[config.mk]
export PLATFORM = sky130hd
export DESIGN_NAME = round_robin_time_slice_scheduler_core
export DESIGN_NICKNAME = d
export VERILOG_FILES = /design/src/design/rrts_pkg.sv /design/src/design/rrts_ram.sv /design/src/design/rrts_dpath.sv /design/src/design/rrts_ctrl.sv /design/src/design/round_robin_time_slice_scheduler_core.sv
export SDC_FILE = /design/constraint.sdc
export NUM_CORES = 1
export LEC_CHECK = 0
export ABC_AREA = 1
export BUFFER_PORTS_ARGS = -buffer_cell sky130_fd_sc_hd__buf_4
export CAP_MARGIN = 20
export CORE_ASPECT_RATIO = 1.1
export CORE_MARGIN = 2
export CORE_UTILIZATION = 55
export DETAILED_ROUTE_END_ITERATION = 16
export PLACE_DENSITY = 0.74
export REMOVE_ABC_BUFFERS = 1
export SLEW_MARGIN = 20
export SYNTH_ARGS = -nofsm -noshare
export SYNTH_HDL_FRONTEND = slang
export SYNTH_SLANG_ARGS = --single-unit
export TNS_END_PERCENT = 50
[constraint.sdc]
create_clock -name clock -period 12.45 [get_ports clock]
set_input_delay 3.1125 -clock clock [delete_from_list [all_inputs] [get_ports clock]]
set_output_delay 3.1125 -clock clock [all_outputs]
set_load 0.02 [all_outputs]
[src/design/rrts_pkg.sv]
// Shared types and constants for the round-robin time-slice scheduler core.
// Used by rrts_ctrl, rrts_dpath and the top level; depends on nothing.
package rrts_pkg;

   localparam int MAX_PROCS   = 16;
   localparam int SLOT_W      = $clog2(MAX_PROCS);
   localparam int NPROC_W     = $clog2(MAX_PROCS + 1);
   localparam int WORK_W      = 16;
   localparam int ARRIVAL_W   = 16;
   localparam int TIME_W      = 24;
   localparam int PCOUNT_W    = 5;
   localparam int CSR_INDEX_W = 1;
   localparam int CSR_DATA_W  = 16;
   localparam int REQ_DATA_W  = 40;
   localparam int RSP_DATA_W  = 72;

   typedef enum logic [0:0] {
      CMD_LOAD = 1'b0,
      CMD_STEP = 1'b1
   } command_type;

   typedef enum logic [CSR_INDEX_W-1:0] {
      CSR_QUANTUM    = 1'b0,
      CSR_PROC_COUNT = 1'b1
   } csr_index_type;

   typedef enum logic [2:0] {
      ST_IDLE,
      ST_PRE_SCAN,
      ST_POP,
      ST_EXEC,
      ST_POST_SCAN,
      ST_REQUEUE,
      ST_EMIT
   } state_type;

   typedef struct packed {
      logic load;
      logic step;
      logic scan;
      logic mark_idle;
      logic pop;
      logic exec;
      logic requeue;
      logic emit;
   } dp_cmd_type;

   typedef struct packed {
      logic all_done;
      logic fifo_empty;
      logic scan_done;
      logic out_free;
   } dp_status_type;

endpackage

[src/design/rrts_ram.sv]
// Generic single-write, single-read RAM with registered read data.
// Stand-alone; no package dependency.
module rrts_ram #(
   parameter int WIDTH = 8,
   parameter int DEPTH = 16,
   localparam int ADDR_W = (DEPTH > 1) ? $clog2(DEPTH) : 1
) (
   input  logic              clock,
   input  logic              wr_en,
   input  logic [ADDR_W-1:0] wr_addr,
   input  logic [WIDTH-1:0]  wr_data,
   input  logic [ADDR_W-1:0] rd_addr,
   output logic [WIDTH-1:0]  rd_data
);

   logic [WIDTH-1:0] mem_ff [DEPTH];
   logic [WIDTH-1:0] rd_data_ff;

   always_ff @(posedge clock) begin
      if (wr_en) begin
         mem_ff[wr_addr] <= wr_data;
      end
      rd_data_ff <= mem_ff[rd_addr];
   end

   assign rd_data = rd_data_ff;

endmodule

[src/design/rrts_dpath.sv]
// Datapath: process table, remaining-work and ready-queue RAMs, slot flags,
// time, config registers and the result register. Depends on rrts_pkg, rrts_ram.
module rrts_dpath (
   input  logic                                 clock,
   input  logic                                 reset,
   input  logic [rrts_pkg::REQ_DATA_W-1:0]      req_tdata,
   input  logic                                 csr_we,
   input  logic [rrts_pkg::CSR_INDEX_W-1:0]     csr_index,
   input  logic [rrts_pkg::CSR_DATA_W-1:0]      csr_wdata,
   output logic                                 rsp_tvalid,
   input  logic                                 rsp_tready,
   output logic [rrts_pkg::RSP_DATA_W-1:0]      rsp_tdata,
   input  rrts_pkg::dp_cmd_type                 cmd,
   output rrts_pkg::dp_status_type              status
);
   import rrts_pkg::*;

   logic [WORK_W-1:0]     quantum_ff, quantum_in;
   logic [PCOUNT_W-1:0]   pcount_ff, pcount_in;
   logic [NPROC_W-1:0]    n_use;
   logic [WORK_W-1:0]     q_eff;

   logic [SLOT_W-1:0]     req_slot;
   logic [ARRIVAL_W-1:0]  req_arrival;
   logic [WORK_W-1:0]     req_burst;

   logic [SLOT_W-1:0]     head_ff, head_in, tail_ff, tail_in;
   logic [NPROC_W-1:0]    count_ff, count_in;
   logic [TIME_W-1:0]     now_ff, now_in;

   logic [MAX_PROCS-1:0]  queued_ff, queued_in;
   logic [MAX_PROCS-1:0]  rem_valid_ff, rem_valid_in;
   logic [MAX_PROCS-1:0]  done_ff, done_in;
   logic [MAX_PROCS-1:0]  burst_zero_ff, burst_zero_in;
   logic [MAX_PROCS-1:0]  zero_work, in_use;

   logic [NPROC_W-1:0]    scan_idx_ff, scan_idx_in;
   logic                  chk_valid_ff, chk_valid_in;
   logic [SLOT_W-1:0]     chk_idx_ff, chk_idx_in;
   logic                  scan_issue, chk_hit;

   logic [SLOT_W-1:0]     served_ff, served_in;
   logic [TIME_W-1:0]     start_ff, start_in;
   logic [WORK_W-1:0]     run_ff, run_in;
   logic                  fin_ff, fin_in;
   logic [TIME_W-1:0]     comp_ff, comp_in;
   logic                  idle_ff, idle_in;

   logic                  rsp_tvalid_ff, rsp_tvalid_in;
   logic [RSP_DATA_W-1:0] rsp_tdata_ff, rsp_tdata_in;

   logic                  push;
   logic [SLOT_W-1:0]     push_slot;
   logic [SLOT_W-1:0]     fifo_rd;
   logic [SLOT_W-1:0]     tbl_addr;
   logic [ARRIVAL_W+WORK_W-1:0] tbl_rd;
   logic [ARRIVAL_W-1:0]  arrival_rd;
   logic [WORK_W-1:0]     burst_rd, rem_rd, eff_work, rem_new, run_new;
   logic                  over_quantum;
   logic [TIME_W-1:0]     now_sum;
   logic                  all_done;

   assign req_slot    = req_tdata[SLOT_W-1:0];
   assign req_arrival = req_tdata[SLOT_W +: ARRIVAL_W];
   assign req_burst   = req_tdata[SLOT_W+ARRIVAL_W +: WORK_W];

   // Clamp the slot count into 1..MAX_PROCS, treat a zero quantum as one.
   always_comb begin
      priority if (pcount_ff == '0) begin
         n_use = NPROC_W'(1);
      end else if (int'(pcount_ff) > MAX_PROCS) begin
         n_use = NPROC_W'(MAX_PROCS);
      end else begin
         n_use = NPROC_W'(pcount_ff);
      end
   end

   assign q_eff = (quantum_ff == '0) ? WORK_W'(1) : quantum_ff;

   always_comb begin
      for (int i = 0; i < MAX_PROCS; i++) begin
         in_use[i] = (i < int'(n_use));
      end
   end

   assign zero_work = burst_zero_ff | done_ff;
   assign all_done  = &(zero_work | ~in_use);

   // Process table {burst, arrival}
   assign tbl_addr = cmd.pop ? fifo_rd : scan_idx_ff[SLOT_W-1:0];

   rrts_ram #(.WIDTH(ARRIVAL_W + WORK_W), .DEPTH(MAX_PROCS)) u_table_ram (
      .clock   (clock),
      .wr_en   (cmd.load),
      .wr_addr (req_slot),
      .wr_data ({req_burst, req_arrival}),
      .rd_addr (tbl_addr),
      .rd_data (tbl_rd)
   );

   rrts_ram #(.WIDTH(WORK_W), .DEPTH(MAX_PROCS)) u_rem_ram (
      .clock   (clock),
      .wr_en   (cmd.exec),
      .wr_addr (served_ff),
      .wr_data (rem_new),
      .rd_addr (tbl_addr),
      .rd_data (rem_rd)
   );

   rrts_ram #(.WIDTH(SLOT_W), .DEPTH(MAX_PROCS)) u_fifo_ram (
      .clock   (clock),
      .wr_en   (push),
      .wr_addr (tail_ff),
      .wr_data (push_slot),
      .rd_addr (head_ff),
      .rd_data (fifo_rd)
   );

   assign arrival_rd = tbl_rd[ARRIVAL_W-1:0];
   assign burst_rd   = tbl_rd[ARRIVAL_W +: WORK_W];

   // Admission scan: issue one slot read per cycle, check it in the cycle after.
   assign scan_issue = cmd.scan && (scan_idx_ff < n_use);
   assign chk_hit    = cmd.scan && chk_valid_ff
                       && ({{(TIME_W-ARRIVAL_W){1'b0}}, arrival_rd} <= now_ff)
                       && !queued_ff[chk_idx_ff] && !zero_work[chk_idx_ff];

   assign push      = (chk_hit || (cmd.requeue && !fin_ff)) && (int'(count_ff) < MAX_PROCS);
   assign push_slot = cmd.requeue ? served_ff : chk_idx_ff;

   // Slice execution
   assign eff_work     = rem_valid_ff[served_ff] ? rem_rd : burst_rd;
   assign over_quantum = eff_work > q_eff;
   assign run_new      = over_quantum ? q_eff : eff_work;
   assign rem_new      = over_quantum ? (eff_work - q_eff) : '0;
   assign now_sum      = now_ff + {{(TIME_W-WORK_W){1'b0}}, run_new};

   always_comb begin
      quantum_in    = quantum_ff;
      pcount_in     = pcount_ff;
      head_in       = head_ff;
      tail_in       = tail_ff;
      count_in      = count_ff;
      now_in        = now_ff;
      queued_in     = queued_ff;
      rem_valid_in  = rem_valid_ff;
      done_in       = done_ff;
      burst_zero_in = burst_zero_ff;
      scan_idx_in   = '0;
      chk_valid_in  = 1'b0;
      chk_idx_in    = chk_idx_ff;
      served_in     = served_ff;
      start_in      = start_ff;
      run_in        = run_ff;
      fin_in        = fin_ff;
      comp_in       = comp_ff;
      idle_in       = idle_ff;
      rsp_tvalid_in = rsp_tvalid_ff;
      rsp_tdata_in  = rsp_tdata_ff;

      if (csr_we) begin
         unique case (csr_index_type'(csr_index))
            CSR_QUANTUM:    quantum_in = csr_wdata[WORK_W-1:0];
            CSR_PROC_COUNT: pcount_in  = csr_wdata[PCOUNT_W-1:0];
         endcase
      end

      // Load restarts the schedule; remaining work falls back to the burst.
      if (cmd.load) begin
         burst_zero_in[req_slot] = (req_burst == '0);
         queued_in    = '0;
         rem_valid_in = '0;
         done_in      = '0;
         head_in      = '0;
         tail_in      = '0;
         count_in     = '0;
         now_in       = '0;
      end

      if (cmd.step) begin
         start_in  = now_ff;
         served_in = '0;
         run_in    = '0;
         fin_in    = 1'b0;
         comp_in   = '0;
         idle_in   = 1'b0;
      end

      if (scan_issue) begin
         scan_idx_in  = scan_idx_ff + NPROC_W'(1);
         chk_valid_in = 1'b1;
         chk_idx_in   = scan_idx_ff[SLOT_W-1:0];
      end else if (cmd.scan) begin
         scan_idx_in  = scan_idx_ff;
      end

      if (chk_hit) begin
         queued_in[chk_idx_ff] = 1'b1;
      end

      if (push) begin
         tail_in  = (int'(tail_ff) == MAX_PROCS - 1) ? '0 : tail_ff + SLOT_W'(1);
         count_in = count_ff + NPROC_W'(1);
      end

      if (cmd.mark_idle) begin
         idle_in = 1'b1;
         now_in  = now_ff + TIME_W'(1);
      end

      if (cmd.pop) begin
         served_in = fifo_rd;
         head_in   = (int'(head_ff) == MAX_PROCS - 1) ? '0 : head_ff + SLOT_W'(1);
         count_in  = count_ff - NPROC_W'(1);
      end

      if (cmd.exec) begin
         rem_valid_in[served_ff] = 1'b1;
         if (!over_quantum) begin
            done_in[served_ff] = 1'b1;
         end
         run_in  = run_new;
         fin_in  = !over_quantum;
         comp_in = over_quantum ? '0 : now_sum;
         now_in  = now_sum;
      end

      if (rsp_tready) begin
         rsp_tvalid_in = 1'b0;
      end
      if (cmd.emit) begin
         rsp_tvalid_in = 1'b1;
         rsp_tdata_in  = {1'b0, all_done, idle_ff, comp_ff, fin_ff, run_ff, start_ff,
                          served_ff};
      end
   end

   always_ff @(posedge clock) begin
      if (reset) begin
         quantum_ff    <= WORK_W'(2);
         pcount_ff     <= PCOUNT_W'(1);
         head_ff       <= '0;
         tail_ff       <= '0;
         count_ff      <= '0;
         now_ff        <= '0;
         queued_ff     <= '0;
         rem_valid_ff  <= '0;
         done_ff       <= '0;
         scan_idx_ff   <= '0;
         chk_valid_ff  <= 1'b0;
         rsp_tvalid_ff <= 1'b0;
      end else begin
         quantum_ff    <= quantum_in;
         pcount_ff     <= pcount_in;
         head_ff       <= head_in;
         tail_ff       <= tail_in;
         count_ff      <= count_in;
         now_ff        <= now_in;
         queued_ff     <= queued_in;
         rem_valid_ff  <= rem_valid_in;
         done_ff       <= done_in;
         scan_idx_ff   <= scan_idx_in;
         chk_valid_ff  <= chk_valid_in;
         rsp_tvalid_ff <= rsp_tvalid_in;
      end
   end

   always_ff @(posedge clock) begin
      burst_zero_ff <= burst_zero_in;
      chk_idx_ff    <= chk_idx_in;
      served_ff     <= served_in;
      start_ff      <= start_in;
      run_ff        <= run_in;
      fin_ff        <= fin_in;
      comp_ff       <= comp_in;
      idle_ff       <= idle_in;
      rsp_tdata_ff  <= rsp_tdata_in;
   end

   assign rsp_tvalid        = rsp_tvalid_ff;
   assign rsp_tdata         = rsp_tdata_ff;
   assign status.all_done   = all_done;
   assign status.fifo_empty = (count_ff == '0);
   assign status.scan_done  = (scan_idx_ff >= n_use) && !chk_valid_ff;
   assign status.out_free   = !rsp_tvalid_ff || rsp_tready;

   a_count_bound: assert property (@(posedge clock) disable iff (reset)
      int'(count_ff) <= MAX_PROCS)
      else $error("ready queue count above capacity");

   a_pop_nonempty: assert property (@(posedge clock) disable iff (reset)
      cmd.pop |-> count_ff != '0)
      else $error("pop from empty ready queue");

   a_ptr_track: assert property (@(posedge clock) disable iff (reset)
      int'(tail_ff) == (int'(head_ff) + int'(count_ff)) % MAX_PROCS)
      else $error("queue pointers disagree with count");

   a_marks_cover: assert property (@(posedge clock) disable iff (reset)
      $countones(queued_ff) >= int'(count_ff))
      else $error("more queued entries than marked slots");

endmodule

[src/design/rrts_ctrl.sv]
// Controller state machine: sequences load, admission scans, pop, slice
// execution, requeue and result hand-off. Depends on rrts_pkg.
module rrts_ctrl (
   input  logic                    clock,
   input  logic                    reset,
   input  logic                    req_tvalid,
   input  logic                    req_tuser,
   output logic                    req_tready,
   input  rrts_pkg::dp_status_type status,
   output rrts_pkg::dp_cmd_type    cmd
);
   import rrts_pkg::*;

   state_type state_ff, state_in;
   logic      accept;

   assign accept = req_tvalid && req_tready;

   always_ff @(posedge clock) begin
      if (reset) begin
         state_ff <= ST_IDLE;
      end else begin
         state_ff <= state_in;
      end
   end

   always_comb begin
      state_in   = state_ff;
      cmd        = '0;
      req_tready = 1'b0;

      unique case (state_ff)
         ST_IDLE: begin
            req_tready = 1'b1;
            if (accept) begin
               if (command_type'(req_tuser) == CMD_LOAD) begin
                  cmd.load = 1'b1;
               end else begin
                  cmd.step = 1'b1;
                  priority if (status.all_done) begin
                     state_in = ST_EMIT;
                  end else if (status.fifo_empty) begin
                     state_in = ST_PRE_SCAN;
                  end else begin
                     state_in = ST_POP;
                  end
               end
            end
         end
         ST_PRE_SCAN: begin
            cmd.scan = 1'b1;
            if (status.scan_done) begin
               if (status.fifo_empty) begin
                  cmd.mark_idle = 1'b1;
                  state_in      = ST_EMIT;
               end else begin
                  state_in = ST_POP;
               end
            end
         end
         ST_POP: begin
            cmd.pop  = 1'b1;
            state_in = ST_EXEC;
         end
         ST_EXEC: begin
            cmd.exec = 1'b1;
            state_in = ST_POST_SCAN;
         end
         ST_POST_SCAN: begin
            cmd.scan = 1'b1;
            if (status.scan_done) begin
               state_in = ST_REQUEUE;
            end
         end
         ST_REQUEUE: begin
            cmd.requeue = 1'b1;
            state_in    = ST_EMIT;
         end
         ST_EMIT: begin
            // hold until the result register can take the transaction
            if (status.out_free) begin
               cmd.emit = 1'b1;
               state_in = ST_IDLE;
            end
         end
         default: begin
            state_in = ST_IDLE;
         end
      endcase
   end

endmodule

[src/design/round_robin_time_slice_scheduler_core.sv]
// Round-robin time-slice scheduler core: controller plus datapath.
// Load: no result. Step with all slots done: straight to the result after accept.
// Step with a queued slot: pop, slice execution, one-slot-per-cycle admission
// scan over the table RAM, requeue, result; an empty queue adds a second scan
// first (idle step: scan, then result). Next request accepted the cycle after.
// Synchronous active-high reset: empty queue, time 0, quantum 2, process count 1.
module round_robin_time_slice_scheduler_core (
   input  logic                                 clock,
   input  logic                                 reset,
   input  logic                                 req_tvalid,
   output logic                                 req_tready,
   // tdata, low bit up: slot[3:0], arrival[19:4], burst[35:20], zero pad
   input  logic [rrts_pkg::REQ_DATA_W-1:0]      req_tdata,
   // tuser: command (0 load, 1 step)
   input  logic                                 req_tuser,
   output logic                                 rsp_tvalid,
   input  logic                                 rsp_tready,
   // tdata, low bit up: served_slot[3:0], start_time[27:4], run_length[43:28],
   // finished[44], completion_time[68:45], idle[69], all_done[70], zero pad
   output logic [rrts_pkg::RSP_DATA_W-1:0]      rsp_tdata,
   input  logic                                 csr_we,
   input  logic [rrts_pkg::CSR_INDEX_W-1:0]     csr_index,
   input  logic [rrts_pkg::CSR_DATA_W-1:0]      csr_wdata
);
   import rrts_pkg::*;

   dp_cmd_type    cmd;
   dp_status_type status;

   rrts_ctrl u_ctrl (
      .clock      (clock),
      .reset      (reset),
      .req_tvalid (req_tvalid),
      .req_tuser  (req_tuser),
      .req_tready (req_tready),
      .status     (status),
      .cmd        (cmd)
   );

   rrts_dpath u_dpath (
      .clock      (clock),
      .reset      (reset),
      .req_tdata  (req_tdata),
      .csr_we     (csr_we),
      .csr_index  (csr_index),
      .csr_wdata  (csr_wdata),
      .rsp_tvalid (rsp_tvalid),
      .rsp_tready (rsp_tready),
      .rsp_tdata  (rsp_tdata),
      .cmd        (cmd),
      .status     (status)
   );

endmodule

==> impl_metrics.json <==
{
  "dpl-instance-area_um2": 49600,
  "final-instance-count-excl-fill": 5382,
  "rsz0062_at_grt": "false",
  "clk_latency_ns": 0.69,
  "grt_pass1_wl_um": 178000,
  "synth_cells": 4066,
  "cts_num_sinks": 1161,
  "final_nets": 4263,
  "criticalPathCategory": "register to register",
  "clkTransAtPathRegs_ns": 0.07,
  "powerDensity_nw_per_um2": 223,
  "clockBufferDepth": 3,
  "numPortBuffers": 131,
  "io_pins": 137,
  "cp.arrival_ns": 8.33,
  "critical_path.max_stage_delay_ns": 0.66,
  "ys_async_sr_fraction_pct": 0,
  "drtPass1Iterations": 8,
  "drt_wl_total_um": 117000,
  "ctsHoldBuffers": 0,
  "period_share_pct": 62.3,
  "ys_ff_latch": 1161,
  "drv_cap": 0,
  "holdCritPathClass": "register to register",
  "die_area_um2": 89200,
  "syn_area_per_cell_um2": 11.7,
  "slew_headroom_pct": 21.2,
  "antenna_found_initial": 6,
  "routedWlPerCell_um": 21.7,
  "tightest_slew_ns": 1.18,
  "grtUsageTotal_pct": 26.0,
  "via_count": 31775,
  "path_max_fanout": 44,
  "vdd_drop_max_mv": 0.253,
  "synth_area_um2": 47700,
  "cts_buffers": 109,
  "finalMaxSlewViolations": 0,
  "routabilityCongestion": 0.912,
  "areaGrowthSynthToFinish_pct": 12.0,
  "cp_data_required_time_ns": 13.02,
  "whs_ns": 0.414,
  "cts_tree": "yes",
  "ctsResizeCount": 0,
  "final.setup_skew_ns": 0.0277,
  "place_hpwl_um": 64800,
  "synthFlopType": "edfxtp_1",
  "start_util_pct": 55.4,
  "ys_warn_count": 0,
  "row_count": 113,
  "yosysTopAreaCellShare_pct": 62.4,
  "critPathSlowestCell": "nor2_2",
  "fin_util_pct": 62.1,
  "avgViaCountPerCell": 5.90,
  "drive_above_1_share_pct": 10.0,
  "fp.dieW_um": 285,
  "synth_edf_count": 992,
  "dp_cells": 5173,
  "synth_top_area_cell": "edfxtp_1",
  "root_buffer": "clkbuf_16",
  "end_kind": "register",
  "ys_types": 56,
  "postCtsSetupBuffers": 0,
  "drtAntennaViolNets": 0,
  "setup_tns_ns": 0,
  "netlist_top_cells_count": "992 x edfxtp_1, 581 x nor2_1, 540 x nand2_1",
  "drt_iter0_markers": 3470,
  "core_area_um2": 86100,
  "crit_top_cell": "nand2_1",
  "cts-htree-levels": 3,
  "cp_top_family": "compound AO/OA/AOI/OAI gates",
  "p_leak_uw": 0.0188,
  "grt_max_degree": 203,
  "wl_met1_um": 46200,
  "ys_seq_area_share_pct": 69.5,
  "fin_crit_ns": 7.75,
  "path_buf_inv": 7,
  "wl_met2_um": 56800,
  "top_layer_used": "met5",
  "outcome": "finished, final reports clean",
  "hold_violations": 0,
  "synthTopCellsByArea": "edfxtp_1 62%, dfxtp_1 7.1%, o21ai_0 4.8%",
  "routed-wl-met3_um": 10600,
  "die_y_um": 313,
  "drc_errors": 0,
  "startpoint_type": "register",
  "stdcell_area_um2": 53400,
  "grt-ovfl-total": 0,
  "max_clock_freq_mhz": 129,
  "setup_violations": 0,
  "grt_pass1_vias": 30377,
  "yosysMostFrequentCell": "edfxtp_1"
}
==> cells by family after synthesis <==
group | Yosys count | share of synthesized area [%]
buf+inv | 472 | 4.19
simple gates | 1383 | 12.0
fa+ha+maj | 65 | 1.74
compound gates | 941 | 11.8
mux | 16 | 0.336
xor+xnor | 27 | 0.495
other cells | 1 | 0.00786
flops | 1161 | 69.5
==> state kept, by name, summed over array words and instances (netlist names), 24 cells and up <==
name,flops
u_dpath.comp_ff,24
u_dpath.now_ff,24
u_dpath.rsp_tdata,71
u_dpath.start_ff,24
u_dpath.u_fifo_ram.mem_ff,64
u_dpath.u_rem_ram.mem_ff,256
u_dpath.u_table_ram.mem_ff,512
u_dpath.u_table_ram.rd_data,32
==> layout by cell type, fill, tap and decap left out, types with 11 or more instances in the layout <==
cell type | Yosys | final
mux2i_1 | 16 | 16
a21oi_1 | 157 | 155
nor2_4 | 2 | 18
clkbuf_16 | 0 | 111
clkinvlp_4 | 0 | 11
o21ai_0 | 456 | 456
inv_1 | 240 | 238
nor2_1 | 581 | 563
clkinv_2 | 0 | 22
nand2_1 | 540 | 539
nor3_1 | 19 | 16
clkbuf_1 | 80 | 12
o221ai_1 | 159 | 159
buf_4 | 5 | 173
inv_2 | 11 | 11
clkbuf_8 | 0 | 11
dfxtp_1 | 169 | 168
xor2_1 | 18 | 18
edfxtp_1 | 992 | 992
o21ai_1 | 33 | 32
nand4_1 | 25 | 25
nand3b_1 | 22 | 22
o211ai_1 | 60 | 60
bufinv_16 | 0 | 15
clkinv_1 | 2 | 17
nand3_1 | 162 | 162
o22ai_1 | 39 | 39
ha_1 | 63 | 63
==> power breakdown <==
part	switching, uW	internal [uW]	leakage, uW
registers	202	4780	0.0104
clock network	1450	2020	0.00184
logic	2550	934	0.00660
total	4200	7730	0.0188
==> worst paths after layout <==
kind                                      startpoint                              end  slack, ns  depth (start not counted)
setup / recovery  u_dpath.served_ff[1]$_SDFFCE_PN0P_   u_dpath.now_ff[7]$_SDFFE_PP0P_       4.70                         34
hold / removal         u_dpath.start_ff[7]$_DFFE_PP_  u_dpath.rsp_tdata[11]$_DFFE_PP_       0.41                          0
setup reg to reg  u_dpath.served_ff[1]$_SDFFCE_PN0P_   u_dpath.now_ff[7]$_SDFFE_PP0P_       4.70                         34
hold reg to reg        u_dpath.start_ff[7]$_DFFE_PP_  u_dpath.rsp_tdata[11]$_DFFE_PP_       0.41                          0
==> per-stage QoR <==
step	setup WS [ns]	power (uW)
2_1_floorplan	3.70	7270
3_3_place_gp	4.87	8360
3_5_place_dp	4.87	8440
4_1_cts	4.79	11900
5_1_grt	4.10	12500
6_report	4.70	11900
==> layout make-up <==
class                           count  area [um^2]
Tap cell                         1150         1440
Fill cell                        6506        32700
Multi-Input combinational cell   2433        12700
Clock buffer                      134         2970
Inverter                          254          971
Timing Repair Buffer              176         1340
Antenna cell                        1         2.50
Sequential cell                  1161        33200
Clock inverter                     73          825
==> metal layers <==
layer | vias up | track usage (%)
met5 | - | 0
met2 | 1479 | 43.1
met3 | 236 | 4.30
met1 | 15284 | 35.0
met4 | 6 | 8.84
li1 | 14770 | -
Power figures use the tool's default switching activity.
